<file path="config.mk">
export PLATFORM = sky130hd
export DESIGN_NAME = flash_sector_cache_policy
export DESIGN_NICKNAME = d
export VERILOG_FILES = /design/src/rtl/core/fsc_pkg.sv /design/src/rtl/core/flash_sector_cache_policy.sv
export SDC_FILE = /design/constraint.sdc
export NUM_CORES = 2
export LEC_CHECK = 0
export BUFFER_PORTS_ARGS = -buffer_cell sky130_fd_sc_hd__buf_2
export CAP_MARGIN = 0
export CORE_UTILIZATION = 60
export DETAILED_ROUTE_END_ITERATION = 10
export MAX_ROUTING_LAYER = met4
export PLACE_DENSITY_LB_ADDON = 0.2
export SLEW_MARGIN = 10
export SYNTH_ARGS = -nofsm -noshare
export SYNTH_HDL_FRONTEND = slang
export SYNTH_SLANG_ARGS = --single-unit
</file>
<file path="constraint.sdc">
create_clock -name clk -period 20.6 [get_ports clk]
set_input_delay 1.03 -clock clk [delete_from_list [all_inputs] [get_ports clk]]
set_output_delay 1.03 -clock clk [all_outputs]
set_load 0.02 [all_outputs]
</file>
<file path="src/rtl/core/fsc_pkg.sv">
// fsc_pkg: shared types and codes for the flash sector cache policy engine.
// No dependencies; imported by flash_sector_cache_policy.
`default_nettype none

package fsc_pkg;

    // Operation codes carried on the opcode input
    localparam logic [2:0] OP_READ        = 3'd0;
    localparam logic [2:0] OP_FILL        = 3'd1;
    localparam logic [2:0] OP_WRITE       = 3'd2;
    localparam logic [2:0] OP_FLUSH_ALL   = 3'd3;
    localparam logic [2:0] OP_FLUSH_RANGE = 3'd4;
    localparam logic [2:0] OP_CLOSE_RANGE = 3'd5;

    // Result kinds
    localparam logic KIND_WB     = 1'b0;
    localparam logic KIND_STATUS = 1'b1;

    // Result status codes
    localparam logic STAT_OK   = 1'b0;
    localparam logic STAT_MISS = 1'b1;

    // Entry modes
    typedef enum logic [1:0] {
        MODE_FREE   = 2'd0,
        MODE_FILLED = 2'd2,
        MODE_OFTEN  = 2'd3
    } mode_t;

    // Sequencer states
    typedef enum logic [2:0] {
        ST_IDLE,
        ST_LOOKUP,
        ST_ALLOC,
        ST_EVSCAN,
        ST_EVTAKE,
        ST_RANGE,
        ST_FINAL
    } state_t;

endpackage

`default_nettype wire

</file>
<file path="src/rtl/core/flash_sector_cache_policy.sv">
// flash_sector_cache_policy: tag and policy engine of a flash sector cache.
// Depends on fsc_pkg (opcodes, entry modes, sequencer states).
//
// Usage:
//   Input channel (in_valid/in_ready) carries one operation per transaction:
//   opcode, sector and range_end. Output channel (out_valid/out_ready) carries
//   result transactions: zero or more write-back requests (kind 0) followed by
//   exactly one final status (kind 1, last 1).
//   A single sequencer walks the slot table one slot per cycle through one
//   shared scan datapath, except while it waits on a stalled receiver;
//   in_ready is high only while it is idle. A read scans every slot; a
//   write stops at its first hit. A fill, or a write that misses, searches
//   for a free slot; an eviction takes one scan per evicted entry plus two
//   empty scans. Range operations scan every slot once before the status.
//   The output register holds a result until taken; when the receiver stalls
//   the sequencer waits at the next result it must emit. A new operation may
//   be accepted while the previous final status is still waiting.
//   Reset frees every slot, clears use counts, dirty marks and the search
//   pointer; stored sectors are not cleared and are only read for used slots.
`default_nettype none

module flash_sector_cache_policy #(
    parameter int SLOTS       = 16,
    parameter int SECTOR_BITS = 32,
    parameter int COUNT_BITS  = 16
) (
    input  wire logic                     clk,
    input  wire logic                     rst_n,
    input  wire logic                     in_valid,
    output logic                          in_ready,
    input  wire logic [2:0]               opcode,
    input  wire logic [SECTOR_BITS-1:0]   sector,
    input  wire logic [SECTOR_BITS-1:0]   range_end,
    output logic                          out_valid,
    input  wire logic                     out_ready,
    output logic                          kind,
    output logic                          status,
    output logic [$clog2(SLOTS)-1:0]      slot,
    output logic [SECTOR_BITS-1:0]        out_sector,
    output logic                          last
);
    import fsc_pkg::*;

    localparam int SLOT_BITS = $clog2(SLOTS);
    localparam int KEY_W     = (SECTOR_BITS > COUNT_BITS) ? SECTOR_BITS : COUNT_BITS;
    localparam logic [SLOT_BITS-1:0] LAST_SLOT = SLOT_BITS'(SLOTS - 1);

    // Slot table
    mode_t                  mode_reg  [SLOTS];
    mode_t                  mode_next [SLOTS];
    logic [COUNT_BITS-1:0]  uses_reg  [SLOTS];
    logic [COUNT_BITS-1:0]  uses_next [SLOTS];
    logic                   dirty_reg [SLOTS];
    logic                   dirty_next[SLOTS];
    logic [SECTOR_BITS-1:0] sec_mem   [SLOTS];
    logic                   sec_we;
    logic [SLOT_BITS-1:0]   sec_waddr;
    logic [SECTOR_BITS-1:0] sec_rd_reg;

    // Sequencer and operand registers
    state_t                 state_reg, state_next;
    logic [2:0]             op_reg, op_next;
    logic [SECTOR_BITS-1:0] lo_reg, lo_next;
    logic [SECTOR_BITS-1:0] hi_reg, hi_next;
    logic [SLOT_BITS-1:0]   sp_reg, sp_next;
    logic [SLOT_BITS-1:0]   idx_reg, idx_next;
    logic [SLOT_BITS-1:0]   cnt_reg, cnt_next;
    logic                   evm_reg, evm_next;
    logic                   bf_reg, bf_next;
    logic [SLOT_BITS-1:0]   bslot_reg, bslot_next;
    logic [KEY_W-1:0]       bkey_reg, bkey_next;
    logic [SECTOR_BITS-1:0] bsec_reg, bsec_next;
    logic                   bdirty_reg, bdirty_next;
    logic                   hf_reg, hf_next;
    logic [SLOT_BITS-1:0]   hslot_reg, hslot_next;
    logic                   fstat_reg, fstat_next;
    logic [SLOT_BITS-1:0]   fslot_reg, fslot_next;
    logic [SECTOR_BITS-1:0] fsec_reg, fsec_next;

    // Output register
    logic                   ov_reg;
    logic                   okind_reg, ostat_reg, olast_reg;
    logic [SLOT_BITS-1:0]   oslot_reg;
    logic [SECTOR_BITS-1:0] osec_reg;
    logic                   emit_load, emit_kind, emit_stat, emit_last;
    logic [SLOT_BITS-1:0]   emit_slot;
    logic [SECTOR_BITS-1:0] emit_sec;

    // Shared scan datapath
    mode_t                  cur_mode;
    logic [SECTOR_BITS-1:0] cur_sec;
    logic [COUNT_BITS-1:0]  cur_uses;
    logic                   cur_dirty;
    logic                   match, in_rng, scan_last, can_emit, ev_cand;
    logic [KEY_W-1:0]       ev_key;
    logic [SLOT_BITS-1:0]   idx_inc, idx_dec;

    assign cur_mode  = mode_reg[idx_reg];
    assign cur_sec   = sec_rd_reg;
    assign cur_uses  = uses_reg[idx_reg];
    assign cur_dirty = dirty_reg[idx_reg];
    assign match     = (cur_mode != MODE_FREE) && (cur_sec == lo_reg);
    assign in_rng    = (cur_mode != MODE_FREE) && (cur_sec >= lo_reg) && (cur_sec < hi_reg);
    assign scan_last = (cnt_reg == LAST_SLOT);
    assign can_emit  = !ov_reg || out_ready;
    assign ev_cand   = (cur_mode == (evm_reg ? MODE_OFTEN : MODE_FILLED));
    assign ev_key    = evm_reg ? KEY_W'(cur_uses) : KEY_W'(cur_sec);
    assign idx_inc   = (idx_reg == LAST_SLOT) ? '0 : idx_reg + 1'b1;
    assign idx_dec   = (idx_reg == '0) ? LAST_SLOT : idx_reg - 1'b1;

    assign in_ready   = (state_reg == ST_IDLE);
    assign out_valid  = ov_reg;
    assign kind       = okind_reg;
    assign status     = ostat_reg;
    assign slot       = oslot_reg;
    assign out_sector = osec_reg;
    assign last       = olast_reg;

    // Next state
    always_comb
    begin
        state_next = state_reg;
        unique case (state_reg)
            ST_IDLE:
            begin
                if (in_valid)
                begin
                    unique case (opcode) inside
                        OP_READ, OP_WRITE:              state_next = ST_LOOKUP;
                        OP_FILL:                        state_next = ST_ALLOC;
                        OP_FLUSH_ALL:                   state_next = ST_EVSCAN;
                        OP_FLUSH_RANGE, OP_CLOSE_RANGE: state_next = ST_RANGE;
                        default:                        state_next = ST_FINAL;
                    endcase
                end
            end
            ST_LOOKUP:
            begin
                if (op_reg == OP_WRITE && match)
                    state_next = ST_FINAL;
                else if (scan_last)
                    state_next = (op_reg == OP_READ) ? ST_FINAL : ST_ALLOC;
            end
            ST_ALLOC:
            begin
                if (cur_mode == MODE_FREE)
                    state_next = ST_FINAL;
                else if (scan_last)
                    state_next = ST_EVSCAN;
            end
            ST_EVSCAN:
            begin
                if (scan_last)
                    state_next = ST_EVTAKE;
            end
            ST_EVTAKE:
            begin
                if (bf_reg)
                begin
                    if (!bdirty_reg || can_emit)
                        state_next = ST_EVSCAN;
                end
                else
                    state_next = evm_reg ? ST_FINAL : ST_EVSCAN;
            end
            ST_RANGE:
            begin
                if (!(in_rng && op_reg == OP_FLUSH_RANGE && !can_emit) && scan_last)
                    state_next = ST_FINAL;
            end
            ST_FINAL:
            begin
                if (can_emit)
                    state_next = ST_IDLE;
            end
            default: state_next = ST_IDLE;
        endcase
    end

    // Datapath, table updates and result emission
    always_comb
    begin
        mode_next   = mode_reg;
        uses_next   = uses_reg;
        dirty_next  = dirty_reg;
        sec_we      = 1'b0;
        sec_waddr   = idx_reg;
        op_next     = op_reg;
        lo_next     = lo_reg;
        hi_next     = hi_reg;
        sp_next     = sp_reg;
        idx_next    = idx_reg;
        cnt_next    = cnt_reg;
        evm_next    = evm_reg;
        bf_next     = bf_reg;
        bslot_next  = bslot_reg;
        bkey_next   = bkey_reg;
        bsec_next   = bsec_reg;
        bdirty_next = bdirty_reg;
        hf_next     = hf_reg;
        hslot_next  = hslot_reg;
        fstat_next  = fstat_reg;
        fslot_next  = fslot_reg;
        fsec_next   = fsec_reg;
        emit_load   = 1'b0;
        emit_kind   = KIND_WB;
        emit_stat   = STAT_OK;
        emit_slot   = '0;
        emit_sec    = '0;
        emit_last   = 1'b0;

        unique case (state_reg)
            ST_IDLE:
            begin
                if (in_valid)
                begin
                    op_next    = opcode;
                    lo_next    = sector;
                    hi_next    = range_end;
                    idx_next   = (opcode == OP_READ || opcode == OP_WRITE || opcode == OP_FILL)
                                 ? sp_reg : '0;
                    cnt_next   = '0;
                    evm_next   = 1'b0;
                    bf_next    = 1'b0;
                    hf_next    = 1'b0;
                    fstat_next = STAT_OK;
                    fslot_next = '0;
                    fsec_next  = '0;
                end
            end
            ST_LOOKUP:
            begin
                // downward circular search from the search pointer
                if (match)
                begin
                    mode_next[idx_reg] = MODE_OFTEN;
                    if (op_reg == OP_READ)
                    begin
                        if (cur_uses != '1)
                            uses_next[idx_reg] = cur_uses + 1'b1;
                        hf_next    = 1'b1;
                        hslot_next = idx_reg;
                    end
                    else
                    begin
                        uses_next[idx_reg]  = cur_uses + 1'b1;
                        dirty_next[idx_reg] = 1'b1;
                        fstat_next = STAT_OK;
                        fslot_next = idx_reg;
                        fsec_next  = lo_reg;
                    end
                end
                idx_next = idx_dec;
                cnt_next = cnt_reg + 1'b1;
                if (op_reg == OP_READ && scan_last)
                begin
                    fstat_next = (hf_reg || match) ? STAT_OK : STAT_MISS;
                    fslot_next = match ? idx_reg : (hf_reg ? hslot_reg : '0);
                    fsec_next  = lo_reg;
                end
                if (op_reg == OP_WRITE && !match && scan_last)
                begin
                    idx_next = sp_reg;
                    cnt_next = '0;
                end
            end
            ST_ALLOC:
            begin
                // upward circular free-slot search
                if (cur_mode == MODE_FREE)
                begin
                    sec_we              = 1'b1;
                    sec_waddr           = idx_reg;
                    mode_next[idx_reg]  = MODE_FILLED;
                    uses_next[idx_reg]  = '0;
                    dirty_next[idx_reg] = (op_reg == OP_WRITE);
                    sp_next    = idx_reg;
                    fstat_next = (op_reg == OP_WRITE) ? STAT_MISS : STAT_OK;
                    fslot_next = idx_reg;
                    fsec_next  = lo_reg;
                end
                else
                begin
                    idx_next = idx_inc;
                    cnt_next = cnt_reg + 1'b1;
                    if (scan_last)
                    begin
                        idx_next = '0;
                        cnt_next = '0;
                        evm_next = 1'b0;
                        bf_next  = 1'b0;
                    end
                end
            end
            ST_EVSCAN:
            begin
                // minimum search over the current eviction class
                if (ev_cand && (!bf_reg || bkey_reg > ev_key))
                begin
                    bf_next     = 1'b1;
                    bslot_next  = idx_reg;
                    bkey_next   = ev_key;
                    bsec_next   = cur_sec;
                    bdirty_next = cur_dirty;
                end
                idx_next = idx_inc;
                cnt_next = cnt_reg + 1'b1;
                if (scan_last)
                begin
                    idx_next = '0;
                    cnt_next = '0;
                end
            end
            ST_EVTAKE:
            begin
                if (bf_reg)
                begin
                    if (!bdirty_reg || can_emit)
                    begin
                        if (bdirty_reg)
                        begin
                            emit_load = 1'b1;
                            emit_kind = KIND_WB;
                            emit_slot = bslot_reg;
                            emit_sec  = bsec_reg;
                        end
                        mode_next[bslot_reg]  = MODE_FREE;
                        uses_next[bslot_reg]  = '0;
                        dirty_next[bslot_reg] = 1'b0;
                        bf_next = 1'b0;
                    end
                end
                else if (!evm_reg)
                    evm_next = 1'b1;
                else if (op_reg == OP_FILL || op_reg == OP_WRITE)
                begin
                    // table now empty: the free search lands on the pointer itself
                    sec_we              = 1'b1;
                    sec_waddr           = sp_reg;
                    mode_next[sp_reg]   = MODE_FILLED;
                    uses_next[sp_reg]   = '0;
                    dirty_next[sp_reg]  = (op_reg == OP_WRITE);
                    fstat_next = (op_reg == OP_WRITE) ? STAT_MISS : STAT_OK;
                    fslot_next = sp_reg;
                    fsec_next  = lo_reg;
                end
            end
            ST_RANGE:
            begin
                if (!(in_rng && op_reg == OP_FLUSH_RANGE && !can_emit))
                begin
                    if (in_rng)
                    begin
                        if (op_reg == OP_FLUSH_RANGE)
                        begin
                            emit_load = 1'b1;
                            emit_kind = KIND_WB;
                            emit_slot = idx_reg;
                            emit_sec  = cur_sec;
                        end
                        mode_next[idx_reg]  = MODE_FREE;
                        uses_next[idx_reg]  = '0;
                        dirty_next[idx_reg] = 1'b0;
                    end
                    idx_next = idx_inc;
                    cnt_next = cnt_reg + 1'b1;
                end
            end
            ST_FINAL:
            begin
                if (can_emit)
                begin
                    emit_load = 1'b1;
                    emit_kind = KIND_STATUS;
                    emit_stat = fstat_reg;
                    emit_slot = fslot_reg;
                    emit_sec  = fsec_reg;
                    emit_last = 1'b1;
                end
            end
            default: ;
        endcase
    end

    // Control state and table flags
    always_ff @(posedge clk or negedge rst_n)
    begin
        if (!rst_n)
        begin
            state_reg <= ST_IDLE;
            sp_reg    <= '0;
            ov_reg    <= 1'b0;
            for (int i = 0; i < SLOTS; i++)
            begin
                mode_reg[i]  <= MODE_FREE;
                uses_reg[i]  <= '0;
                dirty_reg[i] <= 1'b0;
            end
        end
        else
        begin
            state_reg <= state_next;
            sp_reg    <= sp_next;
            mode_reg  <= mode_next;
            uses_reg  <= uses_next;
            dirty_reg <= dirty_next;
            if (emit_load)
                ov_reg <= 1'b1;
            else if (out_ready)
                ov_reg <= 1'b0;
        end
    end

    // Payload and scan registers
    always_ff @(posedge clk)
    begin
        op_reg     <= op_next;
        lo_reg     <= lo_next;
        hi_reg     <= hi_next;
        idx_reg    <= idx_next;
        cnt_reg    <= cnt_next;
        evm_reg    <= evm_next;
        bf_reg     <= bf_next;
        bslot_reg  <= bslot_next;
        bkey_reg   <= bkey_next;
        bsec_reg   <= bsec_next;
        bdirty_reg <= bdirty_next;
        hf_reg     <= hf_next;
        hslot_reg  <= hslot_next;
        fstat_reg  <= fstat_next;
        fslot_reg  <= fslot_next;
        fsec_reg   <= fsec_next;
        if (emit_load)
        begin
            okind_reg <= emit_kind;
            ostat_reg <= emit_stat;
            oslot_reg <= emit_slot;
            osec_reg  <= emit_sec;
            olast_reg <= emit_last;
        end
    end

    // Sector store; the read port follows the next scan index so the data
    // lines up with idx_reg
    always_ff @(posedge clk)
    begin
        if (sec_we)
            sec_mem[sec_waddr] <= lo_reg;
        sec_rd_reg <= sec_mem[idx_next];
    end

    // Checks
    a_no_overwrite: assert property (@(posedge clk) disable iff (!rst_n)
        emit_load |-> can_emit)
        else $error("result loaded over a pending result");

    a_final_shown: assert property (@(posedge clk) disable iff (!rst_n)
        (state_reg == ST_FINAL && state_next == ST_IDLE) |=> (ov_reg && olast_reg))
        else $error("final status not presented");

    a_kind_last: assert property (@(posedge clk) disable iff (!rst_n)
        ov_reg |-> (okind_reg == olast_reg))
        else $error("last flag and result kind disagree");

    a_alloc_used: assert property (@(posedge clk) disable iff (!rst_n)
        (state_reg == ST_ALLOC && state_next == ST_FINAL) |=> (mode_reg[sp_reg] == MODE_FILLED))
        else $error("allocated slot not marked filled");

endmodule

`default_nettype wire
</file>
# Yosys cells after proc, flatten, opt, wreduce, memory -nomap -nowiden
# Memory sizes are Yosys's and may differ from the RTL's. A register that Yosys moved wholly into a read port is not among the register bits.
# Index checks and enable logic that the tools add are counted.
# W data, S select, Z words.
# word_totals
regBits,538
ramBits,512
inputBits,71
out_inout_bits,41
wordCells,378
n_memories,1
# mem_list
memory,words,width,read_ports,rd_ports_with_merged_regs,write_ports,line,source
sec_mem,16,32,1,1,1,flash_sector_cache_policy.sv:55,logic [SECTOR_BITS-1:0] sec_mem [SLOTS];
# classes
add_sub_neg,4
magnitude_cmp,9
eq_ne,43
muxes,169
bitwise_logic,25
reduce_logical,56
# op_table
op,count
$mux W256,10
$pmux W256 S4,1
$and A256 B256 Y256,3
$mux W32,24
$not A256 Y256,3
$bwmux W256,1
$pmux W32 S4,2
$mux W16,14
$demux W16 S4,3
$mux W4,33
$pmux W32 S3,1
$and A16 B16 Y16,4
$and A32 B32 Y32,2
$bmux W16 S4,1
$not A16 Y16,4
$not A32 Y32,2
$pmux W16 S4,1
$or A16 B16 Y16,3
$pmux W4 S5,2
$mux W1,39
$mux W3,12
$bwmux W16,2
$eq A32 B32 Y1,1
$ge A32 B32 Y1,1
47 further kinds,137

# Logic depth before layout (Yosys ltp)
# logic_depth
word_depth,13
depth_mapped,21
depth_no_buf,16

# Worst setup path before layout
# OpenSTA, ideal clock, no wires.
# synth_path
path_kind,register to register
start,reg idx_reg[0]
end,reg bdirty_reg (enable)
setup_time_ns,0.519
arrival_ns,7.168
required_ns,20.081
setup_slack_ns,12.913
path_stages_with_launch,22
n_path_buf,5
period_less_slack_ns,7.687
cell_sequence,dfxtp_1 -> buf_4 -> buf_6 -> buf_6 -> buf_6 -> buf_2 -> mux4_2 -> mux4_2 -> nand2_1 -> o21ai_0 -> ha_1 -> nor2b_1 -> o21a_1 -> o21a_1 -> o21a_1 -> o21a_1 -> o21a_1 -> o21a_1 -> o21ai_0 -> a21boi_0 -> o21ai_0 -> a21oi_1
# synth_via
elab_chain_len,9
word_cells_on_any_way,13
classes_between,order compare (1); eq/ne (1); mux (7); bitwise (1); reduce/logical (3)
# synth_lines
element,line,source
"start, declared",flash_sector_cache_policy.sv:66,"logic [SLOT_BITS-1:0] idx_reg, idx_next;"
"start signal, assigned",flash_sector_cache_policy.sv:420,idx_reg <= idx_next;
$not A4 Y5 (not written as such),flash_sector_cache_policy.sv:100,assign cur_uses = uses_reg[idx_reg];
$bmux W16 S4,flash_sector_cache_policy.sv:100,
$mux W16 (not written as such) (2 in a row),flash_sector_cache_policy.sv:100,
$mux W32,flash_sector_cache_policy.sv:107,assign ev_key = evm_reg ? KEY_W'(cur_uses) : KEY_W'(cur_sec);
via ev_key[0],flash_sector_cache_policy.sv:95,logic [KEY_W-1:0] ev_key;
$gt A32 B32 Y1,flash_sector_cache_policy.sv:298,if (ev_cand && (!bf_reg || bkey_reg > ev_key))
$logic_or A1 B1 Y1,flash_sector_cache_policy.sv:298,
$logic_and A1 B1 Y1,flash_sector_cache_policy.sv:298,
$reduce_and A2 Y1 (no source line),n/a,
"end signal, assigned",flash_sector_cache_policy.sv:427,bdirty_reg <= bdirty_next;
"end, declared",flash_sector_cache_policy.sv:73,"logic bdirty_reg, bdirty_next;"
# The timed path passes the listed nets, and every way through them passes these cells. The select of a mux whose other input is x is not followed.
# A chain may end at the register's enable or synchronous reset.

# Worst setup path after layout
# layout_path
start,reg idx_reg[0]
end,reg sec_rd_reg[27] (netlist: cur_sec[27]) (read register of sec_mem)
# layout_via
elab_chain_len,11
word_cells_on_any_way,26
classes_between,add/sub (2); eq/ne (1); mux (11); bitwise (1); reduce/logical (11)
# layout_lines
element,line,source
$not A4 Y5 (not written as such),flash_sector_cache_policy.sv:98,assign cur_mode = mode_reg[idx_reg];
$bmux W2 S4,flash_sector_cache_policy.sv:98,
$mux W2 (not written as such) (2 in a row),flash_sector_cache_policy.sv:98,
$reduce_bool A2 Y1,"flash_sector_cache_policy.sv:102, flash_sector_cache_policy.sv:103",
$logic_and A1 B1 Y1 (on tied branches),"flash_sector_cache_policy.sv:103, flash_sector_cache_policy.sv:102",
$logic_and A1 B1 Y1 / $logic_not A1 Y1 (equally long branches),"flash_sector_cache_policy.sv:103, flash_sector_cache_policy.sv:261",
$logic_and A1 B1 Y1 (on tied branches) (2 in a row),"flash_sector_cache_policy.sv:350, flash_sector_cache_policy.sv:261",
$mux W4 (on tied branches),"flash_sector_cache_policy.sv:350, flash_sector_cache_policy.sv:261",
$pmux W4 S5 (*),flash_sector_cache_policy.sv:212,unique case (state_reg)
"end, declared",flash_sector_cache_policy.sv:58,logic [SECTOR_BITS-1:0] sec_rd_reg;
# Mark *: on every way between the ends. The rest lies on a longest branch, timed or not. The select of a mux whose other input is x is not followed.

==> metrics.md <==
| Metric | Value |
|---|---|
| H-tree depth | `3` |
| First-pass GRT wire length | `between 200,000 and 250,000 um` |
| Worst-margin pin slew | `1.264 ns` |
| RSZ-0062 raised after global routing | `false` |
| Area Overhead vs Synth | `11.36%` |
| DRC violations left | `0` |
| Cell taking the most area after synthesis | `edfxtp_1` |
| Max FFs per register | `a little over 500` |
| Detail-routed via count per cell | `6.741` |
| Post-CTS Hold Buffers | `0` |
| Area of the multi-input gates | `15,780 um^2` |
| Antenna-violating nets left | `0` |
| Final setup violation count | `0` |
| Initial drt markers | `slightly above 4,000` |
| Post-synth top area share | `46.15%` |
| Placed inst area | `roughly 50,000 um^2` |
| Post-CTS Setup Bufs | `0` |
| Worst vdd ir | `0.2164 mV` |
| Static leakage | `0.02108 uW` |
| Post-Synthesis Cells | `3,527` |
| Vias in the first global route | `approximately 32,000` |
| Final wirelength | `133,300 um` |
| Final Skew | `between 0.04 and 0.05 ns` |
| Die Area | `80,740 um^2` |
| GRT overflow | `0` |
| Core Area | `roughly 80,000 um^2` |
| Setup crit end kind | `flop` |
| Final Cell Area | `53,190 um^2` |
| Deepest clock path buffer count | `3` |
| Number of max-cap violations | `0` |
| Vias | `32,000` |
| Sequential area share after synthesis | `64.00%` |
| Syn nets | `3,700` |
| CTS tree | `yes` |
| Fillcell total | `5,513` |
| Final hold vios | `0` |
| Post-synth cell types | `77` |
| EDFF count, synth | `734` |
| Simple-Gate Fraction of Synth Area | `8.095%` |
| Xor and xnor area share after synthesis | `0.4218%` |
| Compound-gate portion of the synthesized area | `12.50%` |
| Peak Freq | `121.2 MHz` |
| CP Max Fanout | `58` |
| Total power | `8429 uW` |
| Fin Setup TNS | `0 ns` |
| Share of cells above drive strength 1 | `14.35%` |
| Final worst-path cycle share | `40.04%` |
| Outcome | `finished, final reports clean` |
| Mux cell area share after synthesis | `roughly 8.9%` |
| Die Ht | `284.1 um` |
| Largest net degree at the start of global routing | `130` |
| Root Buffer | `clkbuf_16` |
| Post-Synth Adder-Cell Area | `2.672%` |
| Post-layout util | `67.44%` |
| Global Route Usage Sum | `roughly a third` |
| Core Rows | `approximately 100` |
| Async set-or-reset flop fraction in the synthesized netlist | `28.84%` |
| Critical Path Start Type | `flop` |
| CTS resizes | `0` |
| Fin nets | `3,771` |
| Max-slew violation count | `0` |
| Relative slew slack | `15.70%` |
| Clock transition at the registers of the reported paths | `0.06 ns` |
| Worst skew pair latency | `0.69 ns` |
| Reg area | `30,580 um^2` |
| Ys Warns | `0` |
| Main area contributors after synthesis | `edfxtp_1 46%, dfrtp_1 16%, a22o_1 5.0%, mux2i_1 4.4%, mux4_2 4.4%` |
| Port bufs | `111` |
| Post-Syn Area | `47,760 um^2` |
| Crit Path Class | `reg2reg` |
| Num CTS Buffers | `109` |
| Placed Instances | `4,537` |
| Final Wtd Congestion | `0.9791` |
| Syn avg cell area | `approximately 14 um^2` |
| #FFs+latches synth | `1,082` |
| Min cycle time layout | `8.248 ns` |
| Req. time, crit path | `21.23 ns` |
| IO Pins | `~110` |
| Cell Count, Final, Fillers Out | `4,747` |
| Post-detailed-route wirelength per cell | `approximately 28 um` |
| Synth Flop Type | `edfxtp_1` |
| Starting Density | `60.56%` |
| Power density cells | `about 160 nW/um^2` |
| CTS sink count | `1,082` |
| Die width | `284.1 um` |
| Critical Path AT | `8.87 ns` |
| First-pass DRT Iterations | `8` |
| Initial antenna violation count | `2` |
| Worst min path class | `in2async` |
| Detail Placement HPWL | `79,060 um` |
| Largest family of logic cells by synthesized area | `compound AO/OA/AOI/OAI gates` |
## metal layers
layer	share of wire, %	global-route usage, %	vias up
li1	-	-	13600
met1	38	44.11	16120
met2	48	52.87	1849
met3	9.0	6.469	431
met4	4.7	14.84	0
met5	0	-	-
## layout by cell type, fill, tap and decap left out, drive strengths merged, types with 9 or more instances in the layout
cell,count
nor2,118
a31oi,77
a21o,18
buf,196
nor3,26
and2,47
a22oi,21
ha,102
nand2,393
nand3,35
clkbuf,142
mux4,93
o21ai,129
a22o,275
inv,150
nand4,22
dfrtp,312
xor2,9
a221o,38
o22ai,11
o211ai,18
a222oi,36
bufinv,12
o21a,11
nor2b,15
nand2b,30
edfxtp,734
dfxtp,36
and3,92
a21oi,125
xnor2,14
mux2i,210
clkinv,45
## worst paths after layout
kind                          startpoint            end  slack (ns)  depth (start not counted)
setup / recovery              idx_reg[0]    cur_sec[27]       12.35                         16
max in group asynchronous          rst_n   uses_reg[46]       17.87                          3
hold reg to reg            uses_reg[129]  uses_reg[129]        0.49                          2
setup reg to reg              idx_reg[0]    cur_sec[27]       12.35                         16
min in group clk           uses_reg[129]  uses_reg[129]        0.49                          2
hold / removal                     rst_n    mode_reg[8]        0.32                          1
## cells in the mapped netlist, types with 21 or more instances
cell / instances
edfxtp_1: 734
nand2_1: 393
dfrtp_1: 312
a22o_1: 275
mux2i_1: 210
clkbuf_1: 154
inv_1: 145
o21ai_0: 128
a21oi_1: 125
nor2_1: 107
ha_1: 102
mux4_2: 93
and3_1: 92
a31oi_1: 77
and2_1: 46
buf_2: 42
a221o_1: 38
a222oi_1: 36
dfxtp_1: 36
nand3_1: 35
nand2b_1: 30
nor3_1: 26
nand4_1: 22
a22oi_1: 21
## power breakdown
| group | switching [uW] | internal, uW |
|---|---|---|
| Sequential | 283 | 2680 |
| Clock | 843 | 1190 |
| Combinational | 2160 | 1270 |
## cell type report
class | count | share of cell area, %
diodes | 4 | 0.01882
clock inverters | 64 | 1.348
well taps | 1050 | 2.470
inverters | 148 | 1.061
repair buffers | 196 | 2.263
clock buffers | 142 | 5.686
flip-flops and latches | 1082 | 57.49
multi-input cells | 2061 | 29.66
## metrics by stage
stage | worst slack (ns) | hold slack, ns
final | 12.35 | 0.3207
after global routing | 11.83 | 0.3502
after CTS | 12.38 | 0.3154
after detailed placement | 12.38 | 0.4660
after global placement | 12.59 | 0.4570
after floorplan | 12.91 | 0.4237
## cell families after synthesis
logic type,after synthesis
and+or+nand+nor,819
AOI/OAI and AO/OA,810
DFF,1082
buffers and inverters,384
adders and majority gates,102
xor gates and xnor gates,23
muxes,307
## critical path, cell delays in order, from the launching register on
cell,delay [ns]
dfxtp_4,0.52
buf_4,0.70
buf_4,0.83
nor4_1,0.18
nor4_1,0.62
o211a_1,0.28
nor2_1,0.13
a2111oi_4,0.38
nand2_1,0.27
mux2_2,0.35
a221oi_4,1.02
buf_4,0.80
buf_4,0.69
inv_2,0.31
buf_4,0.43
a31oi_1,0.27
a221o_1,0.18
(Power assumes the default switching activity.)
